File: config.mk
export PLATFORM = sky130hd
export DESIGN_NAME = bcf_ram
export DESIGN_NICKNAME = d
export VERILOG_FILES = /design/src/hdl/bcf_ram.sv
export SDC_FILE = /design/constraint.sdc
export NUM_CORES = 1
export LEC_CHECK = 0
export ABC_CLOCK_PERIOD_IN_PS = 4400
export BUFFER_PORTS_ARGS = -buffer_cell sky130_fd_sc_hd__buf_2
export CAP_MARGIN = 20
export CORE_UTILIZATION = 40
export DETAILED_ROUTE_END_ITERATION = 8
export HOLD_SLACK_MARGIN = 0.03
export SYNTH_ARGS = -nofsm -noshare
export SYNTH_HDL_FRONTEND = slang
export SYNTH_SLANG_ARGS = --single-unit
File: constraint.sdc
create_clock -name clk -period 4.4 [get_ports clk]
set_input_delay 0.22 -clock clk [delete_from_list [all_inputs] [get_ports clk]]
set_output_delay 0.22 -clock clk [all_outputs]
set_load 0.05 [all_outputs]
File: src/hdl/bcf_ram.sv
// Generic single-write, single-read RAM with registered read data.
module bcf_ram #(
	parameter int WIDTH = 32,
	parameter int DEPTH = 40
) (
	input  logic                     clk,
	input  logic                     we,
	input  logic [$clog2(DEPTH)-1:0] waddr,
	input  logic [WIDTH-1:0]         wdata,
	input  logic                     re,
	input  logic [$clog2(DEPTH)-1:0] raddr,
	output logic [WIDTH-1:0]         rdata
);

	logic [WIDTH-1:0] mem [DEPTH];

	always_ff @(posedge clk) begin
		if (we) begin
			mem[waddr] <= wdata;
		end
		if (re) begin
			rdata <= mem[raddr];
		end
	end

endmodule

After elaboration in Yosys (flattened, before gate mapping)
Memories as Yosys holds them, arrays and structs flattened. A register that Yosys moved wholly into a read port is not among the register bits.
Cells that the tools add are included.
Widths: inputs -> output; s select.
{ "word_totals": {"out_inout_bits": 32, "ff_bits": 0, "wordCells": 3, "mem_count": 1, "ram_bits": 1280} }
{ "classes": {"mux": 2} }
{ "memory_table": {"columns": ["memory", "depth", "word_bits", "rd", "rd_ports_with_merged_regs", "write_ports", "line", "source"], "rows": [
  ["mem", 40, 32, 1, 1, 1, "15", "logic [WIDTH-1:0] mem [DEPTH];"]
]} }
{ "op_table": {"columns": ["cell", "count"], "rows": [
  ["$mux 1", 2]
]} }

Depth between registers and ports, before layout
{ "logic_depth": {"depth_word": 2, "depth_mapped": 8, "depth_no_buf": 5} }

Least setup slack after synthesis
Ideal clock, no wire load.
{ "synth_timing": {"path_kind": "input to register", "start": "input waddr[5]", "end": "memory mem[16][0], enable pin", "n_path_buf": 0, "cell_stages": 3, "required_time_ns": 3.939, "path_slack_ns": 1.028, "t_arrival_ns": 2.911, "cell_sequence": "nor4bb_1 nand2b_1 nor3_1"} }
{ "synth_lines": {"columns": ["element", "line", "source"], "rows": [
  ["start, declared", "8", "input logic [$clog2(DEPTH)-1:0] waddr,"],
  ["end, declared", "15", null]
]} }
No word-level cell before the write port.

==> impl_metrics.py <==
metrics = {
    "synthesis": {
        "syn-num-nets": 2609,
        "yosysTopAreaCellShare_pct": 77.3,
        "synth_top_family_by_area": "multiplexers",
        "ys_types": 32,
        "ys_async_sr_fraction_pct": 0,
        "synthMuxAreaShare_pct": 13.6,
        "synth-compound-area-share_pct": 6.46,
        "synth_xor_area_share_pct": 0,
        "ys_seq_area_share_pct": 77.3,
        "synth_seq_cells": 1312,
        "synth_edf_count": 1312,
        "synth_cells": 2562,
        "yosysWarnings": 0,
        "synth-simple-area-share_pct": 0.872,
        "synth_top_area_cell": "edfxtp_1",
        "ys.flop_type": "edfxtp_1",
        "synth-adder-area-share_pct": 0,
        "synth_area_um2": 50900,
        "syn_avg_cell_area_um2": 19.9,
        "synthTopCellsByArea": "edfxtp_1, mux2i_1, mux4_2",
    },
    "routing": {
        "first_pass_iters": 5,
        "drcViolationCount": 0,
        "vias": 25545,
        "wl_um": 133000,
        "ant_nets": 0,
        "via_per_inst": 5.72,
        "wl_per_cell_um": 29.9,
        "drt_iter0_drc": 2555,
    },
    "timing": {
        "rsz0062_at_grt": "no",
        "post-route-min-period_ps": 2270,
        "worst_pin_slew_ps": 1030,
        "finalHoldViolations": 0,
        "fin_skew_ps": 19.9,
        "slew_viol_final": 0,
        "fin_hold_ws_ps": 69.5,
        "fmax_mhz": 441,
        "setup_tns_ps": 0,
        "setup_violations": 0,
        "finalCritPeriodShare_pct": 51.6,
        "relSlewSlack_pct": 31.0,
    },
    "global_route": {
        "first_global_vias": 25691,
        "grt_usage_pct": 20.5,
        "grt_pass1_wl_um": 189000,
        "antenna_found_initial": 7,
        "grt_max_degree": 77,
        "overflow": 0,
    },
    "pwr": {
        "irDropWorstVdd_mv": 0.333,
        "p_leak_nw": 19.4,
        "power_density_nw_per_um2": 450,
        "finalPower_w": 0.0261,
    },
    "placed_design": {
        "hpwl_um": 75000,
        "gp_congestion": 0.770,
        "io_buffer_count": 78,
    },
    "min_path": {
        "hold_path.class": "in2reg",
        "min_to": "mem[19][17]",
        "hold_path.startpoint": "wdata[17]",
        "hold_path_depth": 1,
    },
    "die": {
        "fp.dieW_um": 359,
        "io_pins": 79,
        "num_rows": 130,
        "core-area_um2": 126000,
        "dieArea_um2": 129000,
        "chipHeight_um": 359,
        "start_util_pct": 40.5,
    },
    "clocking": {
        "clockBufferDepth": 3,
        "clkLatencyLatePin_ps": 720,
        "cts_made_buffers": 134,
        "cts_max_level": 4,
        "clk_pin_slew_worst_paths_ps": 60,
        "cts-root-buf": "clkbuf_16",
        "cts.sinks": 1312,
        "cts_tree": "done",
        "postCtsSetupBuffers": 0,
    },
    "setup_path": {
        "crit_arrival_ps": 2700,
        "r2r_start": "mem[24][0]",
        "crit_type": "in2reg",
        "worstPathMaxFanout": 43,
        "worst_setup_path_end_kind": "flip-flop",
        "r2r_end": "rdata[0]",
        "worstRegToRegCells": 5,
        "startpoint_type": "input port",
        "critPathRequiredTime_ps": 4830,
        "r2r_slack_ps": 2610,
    },
    "status": {
        "status": "finished, final reports clean",
    },
    "final_layout": {
        "nNetsFinal": 2773,
        "area_growth_pct": 14.0,
        "seq_area_um2": 39400,
        "nFillCells": 10474,
        "final_cell_mix": "edfxtp_1, mux2i_1, clkbuf_16, a22oi_1",
        "final_common_cell": "edfxtp_1",
        "diodes": 0,
        "multi_input_area_um2": 11000,
        "layout-drive-gt1-share_pct": 19.5,
    },
    "flow_run": {
        "maxCapViolations": 0,
    },
}
==> timing repair <==
action	in CTS	in global routing
hold buffers	9	0
hold endpoints to repair	220	0
setup endpoints to repair	0	0
gates resized for setup	0	0
==> state kept, by name, indices dropped and copies added, names as in the netlist <==
register and flops:
mem 1280, rdata 32
==> synthesized netlist by cell type, types with 4 or more instances <==
master and n:
a21oi_1 64, a221oi_1 37, a221oi_2 27, a22o_1 64, a22oi_1 128, buf_1 15
buf_2 28, buf_4 25, buf_6 14, clkbuf_1 62, clkbuf_4 9, edfxtp_1 1312
mux2_2 32, mux2i_1 512, mux4_2 64, nand2_1 39, nand2b_1 5, nand3_1 4
nor2_1 41, nor2b_1 5, o22ai_1 32, o41ai_2 32
==> report_power, final <==
group / leakage [nW] / switching (W) / internal [W]
Combinational: 5.59 / 0.000911 / 0.000454
Sequential: 11.8 / 0.0000454 / 0.0139
Clock: 2.02 / 0.00450 / 0.00636
==> through the flow <==
stage / cells / setup WS, ps / instance area [um^2] / util, %
floorplan: 2562 / 1030 / 50900 / -
global placement: 4228 / 1370 / 53800 / 42.7
detailed placement: 4231 / 1340 / 53900 / 42.8
CTS: 4465 / 2120 / 58100 / 46.1
global route: 4465 / 2030 / 58100 / 46.1
finish: 4465 / 2130 / 58100 / 46.1
==> logic make-up (layout without fill, tap and decap cells) <==
group | after synthesis | count (layout)
AOI/OAI and AO/OA | 384 | 384
and+or+nand+nor | 103 | 103
DFF | 1312 | 1312
muxes | 608 | 608
buffers and inverters | 155 | 408
==> area by class of cell <==
class / count / area share (%)
multi-input cells: 1095 / 18.9
clock inverters: 64 / 1.05
well taps: 1650 / 3.55
repair buffers: 183 / 2.59
flip-flops and latches: 1312 / 67.8
clock buffers: 161 / 6.06
==> worst max path at each step <==
stage	startpoint	endpoint	slack, ps	cells past startpoint
floorplan	waddr[5]	mem[16][0]	1030	3
detailed placement	raddr[1]	rdata[29]	1340	7
CTS	raddr[1]	rdata[29]	2120	7
global placement	raddr[1]	rdata[27]	1370	7
finish	raddr[1]	rdata[29]	2130	7
global route	raddr[1]	rdata[29]	2030	7
==> critical path, stage by stage <==
cell and delay [ps]:
buf_4 590, and2_4 700, buf_4 470, a22o_1 200, a221oi_1 50, o22ai_1 240, o41ai_2 120
==> per-layer routing <==
metal	vias to the layer above	track usage [%]	wire length [um]
li1	10919	-	-
met1	13486	27.6	56000
met2	935	34.4	66200
met3	199	2.91	7430
met4	6	6.66	3730
met5	-	0	43
No activity file was read; power rests on OpenSTA's default activity.
