### src/hdl/bcf_pkg.sv
// Shared constants, types and state codes for the biquad cascade filter.
package bcf_pkg;

	localparam int MAX_SECTIONS = 8;
	localparam int TAPS         = 5;
	localparam int NUM_COEFS    = TAPS * MAX_SECTIONS;
	localparam int SEC_W        = (MAX_SECTIONS > 1) ? $clog2(MAX_SECTIONS) : 1;
	localparam int COEF_AW      = $clog2(NUM_COEFS);
	localparam int DATA_W       = 32;
	localparam int ACC_W        = 2 * DATA_W + 2;
	localparam int FRAC_W       = 30;

	localparam logic FUNC_FILTER = 1'b0;
	localparam logic FUNC_COEF   = 1'b1;

	typedef enum logic [1:0] {
		ST_IDLE,
		ST_MAC,
		ST_DRAIN,
		ST_OUT
	} state_t;

	typedef enum logic [2:0] {
		TAP_B0,
		TAP_B1,
		TAP_B2,
		TAP_A1,
		TAP_A2
	} tap_t;

	typedef struct packed {
		logic vld;
		logic neg;
		logic clr;
	} mac_ctl_t;

endpackage

### src/hdl/bcf_mac.sv
// Shared multiply-accumulate unit with Q2.30 rounding and 32-bit saturation.
module bcf_mac import bcf_pkg::*; (
	input  logic                     clk,
	input  logic                     arst_n,
	input  mac_ctl_t                 ctl,
	input  logic signed [DATA_W-1:0] coef,
	input  logic signed [DATA_W-1:0] opnd,
	output logic                     busy,
	output logic signed [DATA_W-1:0] result
);

	localparam logic signed [ACC_W-1:0] SAT_HI =
		{{(ACC_W-DATA_W+1){1'b0}}, {(DATA_W-1){1'b1}}};
	localparam logic signed [ACC_W-1:0] SAT_LO =
		{{(ACC_W-DATA_W+1){1'b1}}, {(DATA_W-1){1'b0}}};
	localparam logic signed [ACC_W-1:0] HALF = ACC_W'(1) << (FRAC_W - 1);

	logic signed [2*DATA_W-1:0] prod_s2;
	logic                       vld_s2;
	logic                       neg_s2;
	logic signed [ACC_W-1:0]    acc_q;
	logic signed [ACC_W-1:0]    prod_ext;
	logic signed [ACC_W-1:0]    rnd;
	logic signed [ACC_W-1:0]    shifted;

	always_ff @(posedge clk or negedge arst_n) begin
		if (!arst_n) begin
			vld_s2 <= 1'b0;
		end else begin
			vld_s2 <= ctl.vld;
		end
	end

	always_ff @(posedge clk) begin
		if (ctl.vld) begin
			prod_s2 <= coef * opnd;
			neg_s2  <= ctl.neg;
		end
		if (ctl.clr) begin
			acc_q <= '0;
		end else if (vld_s2) begin
			acc_q <= neg_s2 ? (acc_q - prod_ext) : (acc_q + prod_ext);
		end
	end

	assign prod_ext = ACC_W'(prod_s2);

	// Floor of (sum + half) / 2^30: halves round toward plus infinity.
	always_comb begin
		rnd     = acc_q + HALF;
		shifted = rnd >>> FRAC_W;
		if (shifted > SAT_HI) begin
			result = SAT_HI[DATA_W-1:0];
		end else if (shifted < SAT_LO) begin
			result = SAT_LO[DATA_W-1:0];
		end else begin
			result = shifted[DATA_W-1:0];
		end
	end

	assign busy = vld_s2;

endmodule

### config.mk
export PLATFORM = sky130hd
export DESIGN_NAME = bcf_mac
export DESIGN_NICKNAME = d
export VERILOG_FILES = /design/src/hdl/bcf_pkg.sv /design/src/hdl/bcf_mac.sv
export SDC_FILE = /design/constraint.sdc
export NUM_CORES = 2
export LEC_CHECK = 0
export ABC_AREA = 1
export BUFFER_PORTS_ARGS = -buffer_cell sky130_fd_sc_hd__buf_4
export CAP_MARGIN = 25
export CORE_MARGIN = 5
export CORE_UTILIZATION = 55
export CTS_CLUSTER_DIAMETER = 120
export DETAILED_ROUTE_END_ITERATION = 8
export GPL_TIMING_DRIVEN = 0
export PLACE_DENSITY = 0.71
export SLEW_MARGIN = 20
export SYNTH_ARGS = -nofsm -noshare
export SYNTH_HDL_FRONTEND = slang
export SYNTH_SLANG_ARGS = --single-unit
### constraint.sdc
create_clock -name clk -period 4.75 [get_ports clk]
set_input_delay 0.95 -clock clk [delete_from_list [all_inputs] [get_ports clk]]
set_output_delay 0.95 -clock clk [all_outputs]
set_load 0.01 [all_outputs]
== Word-level counts from Yosys, hierarchy flattened ==
Index checks and enable logic that the tools add are counted.
Storage, ports and cells
  register bits after elaboration: 132
  bits in latches: 0
  memory bits (writable): 0
  ROM bits: 0
  bits of input ports: 69
  word-level logic and storage cells: 13
  memories: 0
Operators by class
  $add $sub $neg: 3
  multiply operators: 1
  divide/modulo/power cells: 0
  order comparisons: 2
  equality and inequality tests: 0
  shifts and indexed selects: 0
  muxes and demuxes: 3
  bitwise gates (word level): 0
  reductions and logical operators: 0
Operators with widths (number)
  $add 66x31->66 const B: 1
  $add 66x64->66: 1
  $mux 66: 1
  $sub 66x64->66: 1
  $mul 32x32->64: 1
  $mux 32: 2
  $gt 36x32->1 const B: 1
  $lt 36x32->1 const B: 1

== Longest topological paths before layout ==
  word-level depth: 4
  mapped depth: 31
  gate-level depth less buffers: 30

== Worst setup path before layout ==
OpenSTA, ideal clock, no wires.
  path type: input -> register
  start: input coef[31]
  end: register prod_s2[55] (data pin)
  library setup time: 0.253 ns
  arrival time: 7.705 ns
  required time: 4.497 ns
  slack: -3.208 ns
  stages: 28
  cells stage by stage: clkbuf_1 nand2_1 inv_1 fa_1 inv_1 fa_1 inv_1 fa_1 fa_1 inv_1 fa_1 inv_1 fa_1 inv_1 fa_1 inv_1 fa_1 ha_1 nand2_1 nor2_1 inv_1 nor2_1 inv_1 nor2_1 inv_1 or2_2 nand4_1 nand2_1
Between the ends
  cells in the longest elaborated chain, start to end: 1
Ends and longest elaborated chain
  start, declared: line bcf_mac.sv:6  | input logic signed [DATA_W-1:0] coef,
  $mul 32x32->64: line bcf_mac.sv:36  | prod_s2 <= coef * opnd;
  end signal, assigned: line bcf_mac.sv:36
  end, declared: line bcf_mac.sv:18  | logic signed [2*DATA_W-1:0] prod_s2;
No other way between the ends.
A chain may end at the register's enable or synchronous reset.

== Worst setup path in the final report ==
  start: input coef[31]
  end: register prod_s2[63] (data pin)
Same word-level chain as after synthesis.

==> metrics <==
arrival time worst endpoint 7.73 ns; final cell count without fillers 8303; crit path max fanout 6; fmax 132.8 MHz; Die Area 97550 µm²; cells after synthesis 6749; Setup WS pre-CTS -4.412 ns; Worst Setup Start Kind input port; GR Overflow Total 0; worst relative slew slack 0.3327; total CTS buffers 17; Clock Tree Root clkbuf_16; failing checks setup timing; WS Path Type in2reg; vias in the first global route 48160; reg-to-reg slack, setup approximately 0.26 ns; core area 90420 µm²; Avg Cell Area, Syn approximately 7.4 µm²; chip width between 300 and 400 µm; post-route design area just over 60000 µm²; most frequent cells in the layout 1851 x inv_1, 1564 x nand2_1, 988 x fa_1; CTS tree built; status finished with violations; #FFs+latches synth 132; Post-Syn Nets 8152; Inst Count DP 8028; post-DP HPWL roughly 180000 µm; worst-margin pin slew 1.001 ns; routed wire length 215000 µm; Clock Skew 0.01420 ns; area grow syn2layout 21.84%; pin count of the biggest net entering global routing 67; detailed-route via count 47190; IO buf count 100; Synthesis Warnings 0; Final Cycle Share 1.585; RSZ-0062 raised after global routing yes; first-pass GRT wire length 308900 µm; DIE HEIGHT 312.3 µm; hold buffers post-CTS 0; Yosys cell types 45; asr flop ratio synth 0.007576; Critical Path End Type flip-flop; share of layout cells above drive strength 1 0.1668; clock sinks between 100 and 150; Worst Reg-to-Reg Cells 24; initial core utilization 0.5559; Initial DRC Count 4917; Worst EP required 4.95 ns; Final GP Congestion around 1.1; Worst-Skew Late Latency 0.45 ns; max-slew violation count 0; Detail Route Antenna Nets 0; setup violators final 56; Cell Area, Synth 50270 µm²; Max-Cap Viols 0; final hold violations 0; Seq/Total Area, Yosys 0.06561; setup slack after layout -2.781 ns; EDFF count, synth between 60 and 70; DRC violations left 0; Placed Area approximately 54000 µm²; FF-to-FF End acc_q[61]; worst min-delay path category in2async; I/O pin count 102; First-pass DRT Iterations 6; global-route usage over all layers 0.4340; WL/cell 25.89 µm; FF-to-FF Start prod_s2[1]; post-route minimum period 7.531 ns; Site Rows 110; nets@finish 8511; most common library cell in the layout ignoring fill and taps inv_1; Clock Pin Slew Worst Setup and Hold Paths around 0.070 ns; initial antenna violation count 10; hold_ws 0.2627 ns; CTS H-tree lvls 4; Post-synth top flop dfxtp_1; clock tree buffer depth 2; Via density 5.684
[cells in the mapped netlist (3+ instances only)]
library cell | n | share of area
inv_1 | 1930 | 0.14
nand2_1 | 1656 | 0.12
fa_1 | 1083 | 0.43
nor2_1 | 511 | 0.038
ha_1 | 251 | 0.062
clkbuf_1 | 219 | 0.016
a21oi_1 | 207 | 0.021
o21ai_0 | 165 | 0.016
xor2_1 | 146 | 0.025
nand3_1 | 135 | 0.013
dfxtp_1 | 66 | 0.026
edfxtp_1 | 65 | 0.039
nor3_1 | 54 | 0.0054
nand4_1 | 46 | 0.0057
xnor2_1 | 44 | 0.0077
o21bai_1 | 27 | 0.0040
nor4_1 | 23 | 0.0029
a21o_1 | 22 | 0.0033
a31oi_1 | 17 | 0.0021
a21boi_0 | 12 | 0.0018
or2_2 | 7 | 0.00087
nand3b_1 | 6 | 0.00090
nor2_2 | 5 | 0.00062
o211ai_1 | 5 | 0.00075
and3_1 | 4 | 0.00050
buf_2 | 4 | 0.00040
inv_2 | 4 | 0.00030
nand2_2 | 4 | 0.00050
o21a_1 | 4 | 0.00060
o221ai_1 | 3 | 0.00052
o31ai_1 | 3 | 0.00045
[cell type report]
class	instances	area, µm²
Clock inverter	14	127.6
Fill cell	7691	29170
Tap cell	1176	1471
Clock buffer	18	450.4
Antenna cell	6	15.01
Multi-Input combinational cell	4454	42060
Buffer	226	3266
Timing Repair Buffer	341	3268
Sequential cell	132	3298
Inverter	1936	7300
[layer usage]
| layer | part of all wire | GRT usage |
|---|---|---|
| met5 | 0.00070 | 0 |
| met2 | 0.43 | 0.6740 |
| met3 | 0.12 | 0.1247 |
| met1 | 0.35 | 0.5331 |
| met4 | 0.092 | 0.2801 |
[logic make-up after synthesis]
group	count (synthesis)	share of synthesized area
flip-flops	132	0.06561
buffers and inverters	2163	0.1620
adder cells (fa/ha/maj)	1334	0.4938
AO/OA/AOI/OAI	472	0.05160
XOR/XNOR	191	0.03343
AND/OR/NAND/NOR	2457	0.1936
[metrics by stage]
stage	setup TNS, ns	utilization
3_3_place_gp	-201.01	0.5974
6_report	-125.17	0.6774
4_1_cts	-118.01	0.6574
5_1_grt	-131.49	0.6773
3_5_place_dp	-192.21	0.5979
2_1_floorplan	-108.02	-
[registers in the layout, summed over array words and instances (netlist names)]
name     cells
neg_s2       1
prod_s2     64
acc_q       66
busy         1
[critical path: stages]
cell and delay, ns:
buf_12 0.09, clkbuf_16 0.18, buf_6 0.12, nand2_2 0.07
fa_2 0.72, fa_2 0.51, buf_12 0.15, fa_2 0.66
inv_2 0.11, fa_1 0.41, fa_1 0.55, inv_1 0.06
fa_1 0.55, fa_1 0.46, fa_1 0.52, inv_1 0.07
ha_4 0.32, nand2_1 0.12, nor2_2 0.15, inv_1 0.08
nor2_1 0.11, inv_1 0.07, nor2_1 0.10, inv_1 0.07
nor4_2 0.24, a21oi_2 0.12, nand2_1 0.08, nand2_1 0.08
[how the worst max path moves through the flow]
stage,from,to,depth (start not counted)
after detailed placement,opnd[13],prod_s2[52],23
after global routing,coef[31],prod_s2[63],26
after CTS,coef[31],prod_s2[58],27
after floorplan,coef[31],prod_s2[63],27
final,coef[31],prod_s2[63],28
after global placement,opnd[19],prod_s2[52],21
[what timing repair did]
item	in CTS	in global routing
pin swaps	237	162
endpoints found under the setup margin	69	85
cloned	2	2
setup buffers	163	74
resized for setup	767	338
Power is not shown: default switching activity piles up to over one toggle a cycle in this logic, so the estimate is an artifact.
